[src/rtl/hkv_pkg.sv]
// ----------------------------------------------------------------------------
// hkv_pkg
// Shared widths, operation and status codes, and types for the hashed
// key-value table.
// ----------------------------------------------------------------------------
package hkv_pkg;

    localparam int KEY_W   = 31;
    localparam int VALUE_W = 32;
    localparam int OP_W    = 2;
    localparam int STAT_W  = 2;

    localparam int DEFAULT_BUCKETS = 16;
    localparam int DEFAULT_WAYS    = 4;

    localparam logic [OP_W-1:0] OP_INSERT = 2'd0;
    localparam logic [OP_W-1:0] OP_READ   = 2'd1;
    localparam logic [OP_W-1:0] OP_DELETE = 2'd2;

    localparam logic [STAT_W-1:0] ST_DONE      = 2'd0;
    localparam logic [STAT_W-1:0] ST_NOT_FOUND = 2'd1;
    localparam logic [STAT_W-1:0] ST_FULL      = 2'd2;

    localparam logic signed [VALUE_W-1:0] VAL_MISS = -32'sd1;
    localparam logic signed [VALUE_W-1:0] VAL_ACK  = 32'sd1;

    typedef struct packed {
        logic found;
        logic have_free;
    } way_hit_t;

endpackage

[src/rtl/hkv_bucket_map.sv]
// ----------------------------------------------------------------------------
// hkv_bucket_map
// Key to bucket mapping (key mod BUCKETS) by reciprocal multiply, registered
// quotient estimate, then one correcting compare and subtract.
// ----------------------------------------------------------------------------
module hkv_bucket_map
    import hkv_pkg::*;
#(
    parameter int BUCKETS = DEFAULT_BUCKETS,
    parameter int BW      = 4
)
(
    input  logic             clk,
    input  logic             load,
    input  logic [KEY_W-1:0] key_in,
    output logic [KEY_W-1:0] key_out,
    output logic [BW-1:0]    bucket
);

    localparam logic [31:0]      RECIP = 32'((64'd1 << 31) / BUCKETS);
    localparam logic [KEY_W-1:0] DIV   = KEY_W'(BUCKETS);

    logic [62:0]      prod;
    logic [KEY_W-1:0] quot_next;
    logic [KEY_W-1:0] quot_reg;
    logic [KEY_W-1:0] key_reg;
    logic [KEY_W-1:0] qb;
    logic [KEY_W-1:0] rem;
    logic [KEY_W-1:0] rem_fix;

    assign prod      = 63'(key_in) * 63'(RECIP);
    assign quot_next = prod[61:31];

    always_ff @(posedge clk)
    begin
        if (load)
        begin
            quot_reg <= quot_next;
            key_reg  <= key_in;
        end
    end

    // estimate is low by at most one, so the remainder stays below 2*BUCKETS
    assign qb      = KEY_W'(quot_reg * DIV);
    assign rem     = key_reg - qb;
    assign rem_fix = (rem >= DIV) ? rem - DIV : rem;
    assign bucket  = rem_fix[BW-1:0];
    assign key_out = key_reg;

endmodule

[src/rtl/hkv_way_match.sv]
// ----------------------------------------------------------------------------
// hkv_way_match
// Compares a key against all ways of one bucket row; gives the lowest
// matching valid way and the lowest free way.
// ----------------------------------------------------------------------------
module hkv_way_match
    import hkv_pkg::*;
#(
    parameter int WAYS = DEFAULT_WAYS,
    parameter int WW   = 2
)
(
    input  logic [KEY_W-1:0]            key,
    input  logic [WAYS-1:0][KEY_W-1:0]  row_keys,
    input  logic [WAYS-1:0]             row_valid,
    output way_hit_t                    info,
    output logic [WW-1:0]               match_way,
    output logic [WW-1:0]               free_way
);

    always_comb
    begin
        info      = '0;
        match_way = '0;
        free_way  = '0;
        // descending scan so the lowest way wins
        for (int w = WAYS - 1; w >= 0; w--)
        begin
            if (row_valid[w] && (row_keys[w] == key))
            begin
                info.found = 1'b1;
                match_way  = WW'(w);
            end
            if (!row_valid[w])
            begin
                info.have_free = 1'b1;
                free_way       = WW'(w);
            end
        end
    end

endmodule

[src/rtl/hashed_key_value_table_core.sv]
// ----------------------------------------------------------------------------
// hashed_key_value_table_core
// Set-associative key-value table with insert, read and delete.
// ----------------------------------------------------------------------------
// A command is taken on any cycle with start high (busy is never raised), and
// one word comes back per command on done, in command order; sustained rate
// is one command per cycle. The bucket stage forms the bucket (key mod
// BUCKETS) by a reciprocal multiply, the row read stage reads the bucket row
// from the row memory, and the compare stage compares all ways and writes the
// row back, with the row just written bypassed to a following command on the
// same bucket. The receiver cannot stall: done and its word are present for
// one cycle only. Valid bits are cleared by reset, so no clearing pass is
// needed.
// ----------------------------------------------------------------------------
module hashed_key_value_table_core
    import hkv_pkg::*;
#(
    parameter int BUCKETS = DEFAULT_BUCKETS,
    parameter int WAYS    = DEFAULT_WAYS
)
(
    input  logic                      clk,
    input  logic                      rst_n,
    input  logic                      start,
    output logic                      busy,
    input  logic [OP_W-1:0]           operation,
    input  logic [KEY_W-1:0]          key,
    input  logic signed [VALUE_W-1:0] value,
    output logic                      done,
    output logic signed [VALUE_W-1:0] result_value,
    output logic                      hit,
    output logic [STAT_W-1:0]         status
);

    localparam int BW = (BUCKETS > 1) ? $clog2(BUCKETS) : 1;
    localparam int WW = (WAYS > 1) ? $clog2(WAYS) : 1;

    typedef logic [WAYS-1:0][KEY_W-1:0]   key_row_t;
    typedef logic [WAYS-1:0][VALUE_W-1:0] val_row_t;

    logic                      accept;

    logic                      s1_vld_reg;
    logic [OP_W-1:0]           s1_op_reg;
    logic signed [VALUE_W-1:0] s1_value_reg;
    logic [KEY_W-1:0]          s1_key;
    logic [BW-1:0]             s1_bucket;

    logic                      s2_vld_reg;
    logic [OP_W-1:0]           s2_op_reg;
    logic [KEY_W-1:0]          s2_key_reg;
    logic signed [VALUE_W-1:0] s2_value_reg;
    logic [BW-1:0]             s2_bucket_reg;

    key_row_t                  key_mem [BUCKETS];
    val_row_t                  val_mem [BUCKETS];
    key_row_t                  row_keys_reg;
    val_row_t                  row_vals_reg;

    logic [BUCKETS-1:0][WAYS-1:0] valid_reg;
    logic [WAYS-1:0]           valid_row;
    logic [WAYS-1:0]           valid_row_next;

    way_hit_t                  way_info;
    logic [WW-1:0]             match_way;
    logic [WW-1:0]             free_way;

    logic                      row_wr_en;
    logic                      fwd;
    key_row_t                  wr_keys;
    val_row_t                  wr_vals;

    logic signed [VALUE_W-1:0] res_value;
    logic                      res_hit;
    logic [STAT_W-1:0]         res_status;

    logic                      done_reg;
    logic signed [VALUE_W-1:0] result_value_reg;
    logic                      hit_reg;
    logic [STAT_W-1:0]         status_reg;

    assign busy   = 1'b0;
    assign accept = start && !busy;

    // stage 1: bucket index

    hkv_bucket_map #(
        .BUCKETS (BUCKETS),
        .BW      (BW)
    ) u_bucket_map (
        .clk     (clk),
        .load    (accept),
        .key_in  (key),
        .key_out (s1_key),
        .bucket  (s1_bucket)
    );

    always_ff @(posedge clk or negedge rst_n)
    begin
        if (!rst_n)
        begin
            s1_vld_reg <= 1'b0;
            s2_vld_reg <= 1'b0;
            done_reg   <= 1'b0;
        end
        else
        begin
            s1_vld_reg <= accept;
            s2_vld_reg <= s1_vld_reg;
            done_reg   <= s2_vld_reg;
        end
    end

    always_ff @(posedge clk)
    begin
        if (accept)
        begin
            s1_op_reg    <= operation;
            s1_value_reg <= value;
        end
        if (s1_vld_reg)
        begin
            s2_op_reg     <= s1_op_reg;
            s2_key_reg    <= s1_key;
            s2_value_reg  <= s1_value_reg;
            s2_bucket_reg <= s1_bucket;
        end
    end

    // stage 2: row read, bypass of the row being written

    assign fwd = row_wr_en && (s2_bucket_reg == s1_bucket);

    always_ff @(posedge clk)
    begin
        if (row_wr_en)
        begin
            key_mem[s2_bucket_reg] <= wr_keys;
            val_mem[s2_bucket_reg] <= wr_vals;
        end
        if (s1_vld_reg)
        begin
            if (fwd)
            begin
                row_keys_reg <= wr_keys;
                row_vals_reg <= wr_vals;
            end
            else
            begin
                row_keys_reg <= key_mem[s1_bucket];
                row_vals_reg <= val_mem[s1_bucket];
            end
        end
    end

    // stage 3: compare, update, result

    assign valid_row = valid_reg[s2_bucket_reg];

    hkv_way_match #(
        .WAYS      (WAYS),
        .WW        (WW)
    ) u_way_match (
        .key       (s2_key_reg),
        .row_keys  (row_keys_reg),
        .row_valid (valid_row),
        .info      (way_info),
        .match_way (match_way),
        .free_way  (free_way)
    );

    always_comb
    begin
        row_wr_en      = 1'b0;
        wr_keys        = row_keys_reg;
        wr_vals        = row_vals_reg;
        valid_row_next = valid_row;
        res_value      = VAL_MISS;
        res_hit        = 1'b0;
        res_status     = ST_NOT_FOUND;
        if (s2_vld_reg)
        begin
            unique case (s2_op_reg)
                OP_INSERT:
                begin
                    if (way_info.found)
                    begin
                        row_wr_en          = 1'b1;
                        wr_vals[match_way] = s2_value_reg;
                        res_value          = VAL_ACK;
                        res_hit            = 1'b1;
                        res_status         = ST_DONE;
                    end
                    else if (way_info.have_free)
                    begin
                        row_wr_en                = 1'b1;
                        wr_keys[free_way]        = s2_key_reg;
                        wr_vals[free_way]        = s2_value_reg;
                        valid_row_next[free_way] = 1'b1;
                        res_value                = VAL_ACK;
                        res_status               = ST_DONE;
                    end
                    else
                    begin
                        res_status = ST_FULL;
                    end
                end
                OP_READ:
                begin
                    if (way_info.found)
                    begin
                        res_value  = row_vals_reg[match_way];
                        res_hit    = 1'b1;
                        res_status = ST_DONE;
                    end
                end
                OP_DELETE:
                begin
                    if (way_info.found)
                    begin
                        res_value                 = row_vals_reg[match_way];
                        res_hit                   = 1'b1;
                        res_status                = ST_DONE;
                        valid_row_next[match_way] = 1'b0;
                    end
                end
                default:
                begin
                    res_status = ST_NOT_FOUND;
                end
            endcase
        end
    end

    always_ff @(posedge clk or negedge rst_n)
    begin
        if (!rst_n)
        begin
            valid_reg <= '0;
        end
        else if (s2_vld_reg)
        begin
            valid_reg[s2_bucket_reg] <= valid_row_next;
        end
    end

    always_ff @(posedge clk)
    begin
        if (s2_vld_reg)
        begin
            result_value_reg <= res_value;
            hit_reg          <= res_hit;
            status_reg       <= res_status;
        end
    end

    assign done         = done_reg;
    assign result_value = result_value_reg;
    assign hit          = hit_reg;
    assign status       = status_reg;

`ifndef NO_ASSERTIONS
    a_bucket_range: assert property (@(posedge clk) disable iff (!rst_n)
        s2_vld_reg |-> (32'(s2_bucket_reg) < 32'(BUCKETS)))
        else $error("bucket index out of range");

    a_match_valid: assert property (@(posedge clk) disable iff (!rst_n)
        (s2_vld_reg && way_info.found) |-> valid_row[match_way])
        else $error("matched way is not valid");

    a_insert_valid: assert property (@(posedge clk) disable iff (!rst_n)
        (s2_vld_reg && (s2_op_reg == OP_INSERT) && (res_status == ST_DONE))
        |=> (valid_reg[$past(s2_bucket_reg)] != '0))
        else $error("inserted row left with no valid way");

    a_full_word: assert property (@(posedge clk) disable iff (!rst_n)
        (done && (status == ST_FULL)) |-> (!hit && (result_value == VAL_MISS)))
        else $error("bucket full word malformed");

    a_delete_frees: assert property (@(posedge clk) disable iff (!rst_n)
        (s2_vld_reg && (s2_op_reg == OP_DELETE) && way_info.found)
        |=> !valid_reg[$past(s2_bucket_reg)][$past(match_way)])
        else $error("deleted way still valid");
`endif

endmodule

[config.mk]
export PLATFORM = sky130hd
export DESIGN_NAME = hashed_key_value_table_core
export DESIGN_NICKNAME = d
export VERILOG_FILES = /design/src/rtl/hkv_pkg.sv /design/src/rtl/hkv_bucket_map.sv /design/src/rtl/hkv_way_match.sv /design/src/rtl/hashed_key_value_table_core.sv
export SDC_FILE = /design/constraint.sdc
export NUM_CORES = 2
export LEC_CHECK = 0
export BUFFER_PORTS_ARGS = -buffer_cell sky130_fd_sc_hd__clkbuf_2
export CORE_MARGIN = 1.5
export CORE_UTILIZATION = 35
export CTS_CLUSTER_DIAMETER = 200
export DETAILED_ROUTE_END_ITERATION = 6
export PLACE_DENSITY = 0.56
export REMOVE_ABC_BUFFERS = 1
export SLEW_MARGIN = 20
export SYNTH_ARGS = -nofsm -noshare
export SYNTH_HDL_FRONTEND = slang
export SYNTH_HIERARCHICAL = 1
export SYNTH_SLANG_ARGS = --single-unit
[constraint.sdc]
create_clock -name clk -period 19.3 [get_ports clk]
set_input_delay 3.86 -clock clk [delete_from_list [all_inputs] [get_ports clk]]
set_output_delay 3.86 -clock clk [all_outputs]
set_load 0.01 [all_outputs]
---- Word level (Yosys, flattened, before mapping) ----
Memories as Yosys holds them, arrays and structs flattened. A register that Yosys moved wholly into a read port is not among the register bits.
Cells that the tools add are included.
storage, ports and cells
  RAM bits ................................ 4032
  flip-flop bits (word level) ............. 263
  output and inout port bits .............. 37
  memories ................................ 2
cells by class
  bitwise gates (word level) .............. 3
  muxes and demuxes ....................... 65
  reductions and logical operators ........ 10
  add/sub/neg operators ................... 2
  equality and inequality tests ........... 6
  magnitude comparators ................... 7
memory list
  memory   words  width  rd ports  clocked after memory_dff  wr ports  line                               text
  val_mem  16     128    1         1                         1         hashed_key_value_table_core.sv:56  val_row_t val_mem [BUCKETS];
  key_mem  16     124    1         1                         1         hashed_key_value_table_core.sv:55  key_row_t key_mem [BUCKETS];
operators by type and width
  operator                                                                number
  128-bit two-way mux                                                     4
  124-bit two-way mux                                                     4
  128-bit bitwise mux                                                     2
  32-bit two-way mux                                                      6
  32-bit demux with 2-bit select                                          2
  124-bit bitwise mux                                                     1
  31-bit equality test                                                    4
  32-bit binary-select mux with 2-bit select                              1
  64-bit bitwise mux                                                      1
  32-bit one-hot mux with 2 select lines                                  1
  31-bit demux with 2-bit select                                          1
  31-bit by 5-bit >= comparator with 1-bit output, second input constant  1
  31-bit two-way mux                                                      1
  31-bit subtractor                                                       1
  4-bit two-way mux                                                       7
  2-bit two-way mux                                                       10
  1-bit two-way mux                                                       18
  4-bit binary-select mux with 4-bit select                               1
  4-bit demux with 4-bit select                                           1
  4-bit one-hot mux with 2 select lines                                   1
  1-bit logical AND                                                       7
  2-bit by 3-bit < comparator with 1-bit output, second input constant    2
  4-bit by 5-bit < comparator with 1-bit output, second input constant    1
  4-bit bitwise AND                                                       1
  other kinds (12)                                                        14

---- Depth between registers and ports, before layout ----
  depth after elaboration ................. 17
  depth in mapped cells ................... 18
  mapped depth without buffers ............ 12

---- Cells and area by module ----
Netlist, hierarchy kept.
by module, submodules not included
  module                       cells an instance  area an instance (um^2)  instances
  hashed_key_value_table_core  7668               174198.3                 1
  hkv_way_match                179                1446.4                   1
  hkv_bucket_map               35                 960.9                    1

---- Worst setup path before layout ----
No wires, ideal clock.
  path kind ............................... reg-to-reg
  from .................................... register s2_bucket_reg[1]
  to ...................................... memory key_mem[9][0] in the netlist's numbering (enable)
  path slack .............................. 5.122 ns
  stages on the path, launching flop included .. 16
  arrival time ............................ 13.308 ns
  required time ........................... 18.430 ns
  library setup time ...................... 0.870 ns
  path through ............................ edfxtp_1 > buf_2 > buf_4 > buf_4 > mux2i_1 > a22oi_1 > nand3_1 > o21ai_0 > nand4_1 > or4_1 > or2_1 > nand4b_1 > nor2_1 > nor2_1 > nand3b_1 > nor2_1
RTL lines
  item                      line                                text
  start: declaration        hashed_key_value_table_core.sv:53   logic [BW-1:0] s2_bucket_reg;
  start signal: assignment  hashed_key_value_table_core.sv:126  s2_bucket_reg <= s1_bucket;
  end: declaration          hashed_key_value_table_core.sv:55

==> results.yml <==
run_status:
  status: "completed"
grt:
  grt_pass1_wl_mm: 640
  antenna_found_initial: 20
  grt_overflow: 0
  grt_usage: 0.173
  grt_pass1_vias: 86200
  grt_max_degree: 125
floorplan:
  initial_utilization: 0.352
  coreArea_um2: 502000
  die_h_um: 713
  die_x_um: 713
  io_pins: 105
  rows: 260
  floorplan.die_area_um2: 509000
cts:
  cts.path.max_buffers: 4
  cts_tree: "yes"
  clk_pin_slew_ps: 60
  numClockSinks: 4520
  cts_resized: 0
  cts-htree-levels: 5
  hold_buffers: 0
  cts_root_buffer: "clkbuf_16"
  cts_setup_buffers: 0
  cts_made_buffers: 445
  clk_latency_ps: 1010
critical_path:
  critPathArrivalTime_ps: 9200
  r2r_start: "s2_bucket_reg[1]$_DFFE_PP_"
  cp-startpoint: "s2_bucket_reg[1]$_DFFE_PP_"
  reg2reg_depth: 15
  slowest_stage: "nor4_1"
  worstSetupPathType: "flop to flop"
  crit_chain: "buf_4 -> mux2i_1 -> a22oi_1 -> nand2_1 -> o21ai_0 -> nand4_1 -> nor4_1 -> nand4b_1 -> nor2_1 -> nor2_1 -> nand3b_1 -> nor2_4 -> buf_4 -> buf_4 -> buf_4"
  cp-start-kind: "flop"
  required_ps: 19920
  path_max_fanout: 49
  max_stage_delay_ps: 910
  r2r-end: "val_mem[10][37]$_DFFE_PP_"
  ff2ff_setup_slack_ps: 10720
  crit_path_end_kind: "flop"
  crit_top_cell: "buf_4"
worst_hold_path:
  hp-start: "u_bucket_map/key_out[7]$_DFFE_PP_"
  min_path_cells: 0
  min_to: "s2_key_reg[7]$_DFFE_PP_"
  hp-class: "flop to flop"
timing:
  max-slew-margin-rel: 0.201
  setup_viol: 0
  fmax_ghz: 0.117
  drv_slew: 0
  finalHoldViolations: 0
  setup-tns-final_ps: 0
  tightest_slew_ps: 1200
  whs_ps: 415
  skew_ps: 63.5
  rsz0062_at_grt: "no"
  period_needed_ps: 8580
  timing.final.crit_share: 0.445
power_and_ir_drop:
  seqPwrFrac: 0.524
  switchingPower_mw: 5.02
  power.density_nw_per_um2: 109
  sw_frac_of_total: 0.231
  peakVddDrop_mv: 0.0809
  power.internal_mw: 16.7
  leakage_nw: 64.4
  power_frac_clock: 0.393
  combPwrFrac: 0.083
synthesis:
  yosysMostFrequentCell: "edfxtp_1"
  postSynth.asyncResetShare: 0.0148
  synth_cells: 7882
  syn_area_per_cell_um2: 22.4
  synth_seq_cells: 4520
  mappedNetlistArea_um2: 177000
  yosysSeqAreaShare: 0.767
  synth_top_area_cell: "edfxtp_1"
  synth_common_cells: "edfxtp_1 (4453), mux4_2 (1007), mux2i_1 (524)"
  synth-edff-count: 4453
  synth_ff_type: "edfxtp_1"
  yosys-top-cells-area: "edfxtp_1 (76%), mux4_2 (13%), mux2i_1 (3.0%)"
  synth_top_area_frac: 0.757
  synth_warnings: 6
  ys_types: 61
detailed_routing:
  dr.pass1.iters: 5
  drtIter0Drc: 8749
  drc_errors: 0
  wirelength_met1_mm: 190
  met2_length_mm: 216
  drtAntennaViolNets: 0
  totalWireLength_mm: 451
  top_layer: "met5"
  vias: 82500
  via_per_inst: 5.41
  wl_met3_mm: 32.1
  avgRoutedWirePerCell_um: 29.6
job:
  max_cap_violations: 0
final_layout:
  synthToLayoutAreaGrowth_pct: 12.9
  drive_gt1_frac: 0.262
  largest_register_ffs: 2048
  final_util: 0.397
  nets: 8235
  fillers: 44000
placement:
  gp_congestion: 0.783
  place_hpwl_mm: 230
  port_buffers: 103
## power by group through the flow
| stage | logic (mW) | clock network (mW) | registers (mW) |
|---|---|---|---|
| global route | 1.94 | 9.08 | 11.4 |
| finish | 1.80 | 8.56 | 11.4 |
| floorplan | 1.78 | 0 | 11.7 |
| CTS | 1.82 | 8.72 | 11.4 |
| global placement | 1.77 | 0 | 11.6 |
| detailed placement | 1.81 | 0 | 11.6 |
## critical path: cells and delay by family (launching register included)
kind / cells / cell delay, ps
buffers and inverters: 4 / 2700
AOI/OAI and AO/OA: 2 / 1180
DFF: 1 / 320
muxes: 1 / 180
and+or+nand+nor: 8 / 3570
## worst max path at each step
stage	end	slack, ps	depth (start not counted)
after CTS	val_mem[10][122]$_DFFE_PP_	10780	15
after global placement	val_mem[10][101]$_DFFE_PP_	10810	16
final	val_mem[10][37]$_DFFE_PP_	10720	15
after detailed placement	val_mem[10][39]$_DFFE_PP_	10810	15
after floorplan	row_keys_reg[115]$_DFFE_PP_	-25730	4
after global routing	val_mem[10][122]$_DFFE_PP_	10320	15
## kinds of logic after synthesis
| family | count (synthesis) | share of synthesized area |
|---|---|---|
| simple gates | 279 | 0.00746 |
| xor+xnor | 127 | 0.00634 |
| other cells | 1 | 0.0000212 |
| buf+inv | 656 | 0.0179 |
| fa+ha+maj | 3 | 0.000213 |
| mux | 1645 | 0.165 |
| flops | 4520 | 0.767 |
| compound gates | 651 | 0.0360 |
## cell usage in the layout, fill, tap and decap left out, drive strengths merged, types with 27 or more instances in the layout
cell type / Yosys / final
o21ai: 33 / 33
a221oi: 206 / 206
bufinv: 0 / 42
xor2: 53 / 53
a21oi: 53 / 53
clkbuf: 119 / 645
nand2: 89 / 89
a22o: 206 / 206
nand4: 27 / 27
clkinv: 1 / 215
edfxtp: 4453 / 4453
mux2i: 524 / 524
dfrtp: 67 / 67
mux2: 114 / 114
inv: 213 / 223
xnor2: 74 / 74
nor2: 97 / 97
a22oi: 39 / 39
buf: 323 / 176
a31oi: 35 / 35
mux4: 1007 / 1007
## metrics by stage
stage	instance area [µm²]	std cells	worst slack, ps	power, mW
after floorplan	174000	7440	-25730	13.5
after global placement	185000	14400	10810	13.4
after detailed placement	185000	14400	10810	13.4
after CTS	199000	15200	10780	21.9
after global routing	199000	15200	10320	22.4
final	199000	15200	10720	21.8
## routing by layer
| metal | global-route usage | vias up |
|---|---|---|
| met5 | 0 | - |
| met4 | 0.0506 | 6 |
| met3 | 0.0330 | 672 |
| met2 | 0.281 | 2883 |
| met1 | 0.239 | 45000 |
| li1 | - | 33900 |
## final cells by class
class | count | area (µm²) | area share
multi-input cells | 2706 | 38300 | 0.192
well taps | 6681 | 8360 | 0.0419
repair buffers | 277 | 2230 | 0.0112
flip-flops and latches | 4520 | 135000 | 0.679
diodes | 10 | 25.0 | 0.000126
clock inverters | 281 | 2560 | 0.0128
inverters | 214 | 805 | 0.00403
clock buffers | 544 | 11700 | 0.0586
(Power assumes the default switching activity.)
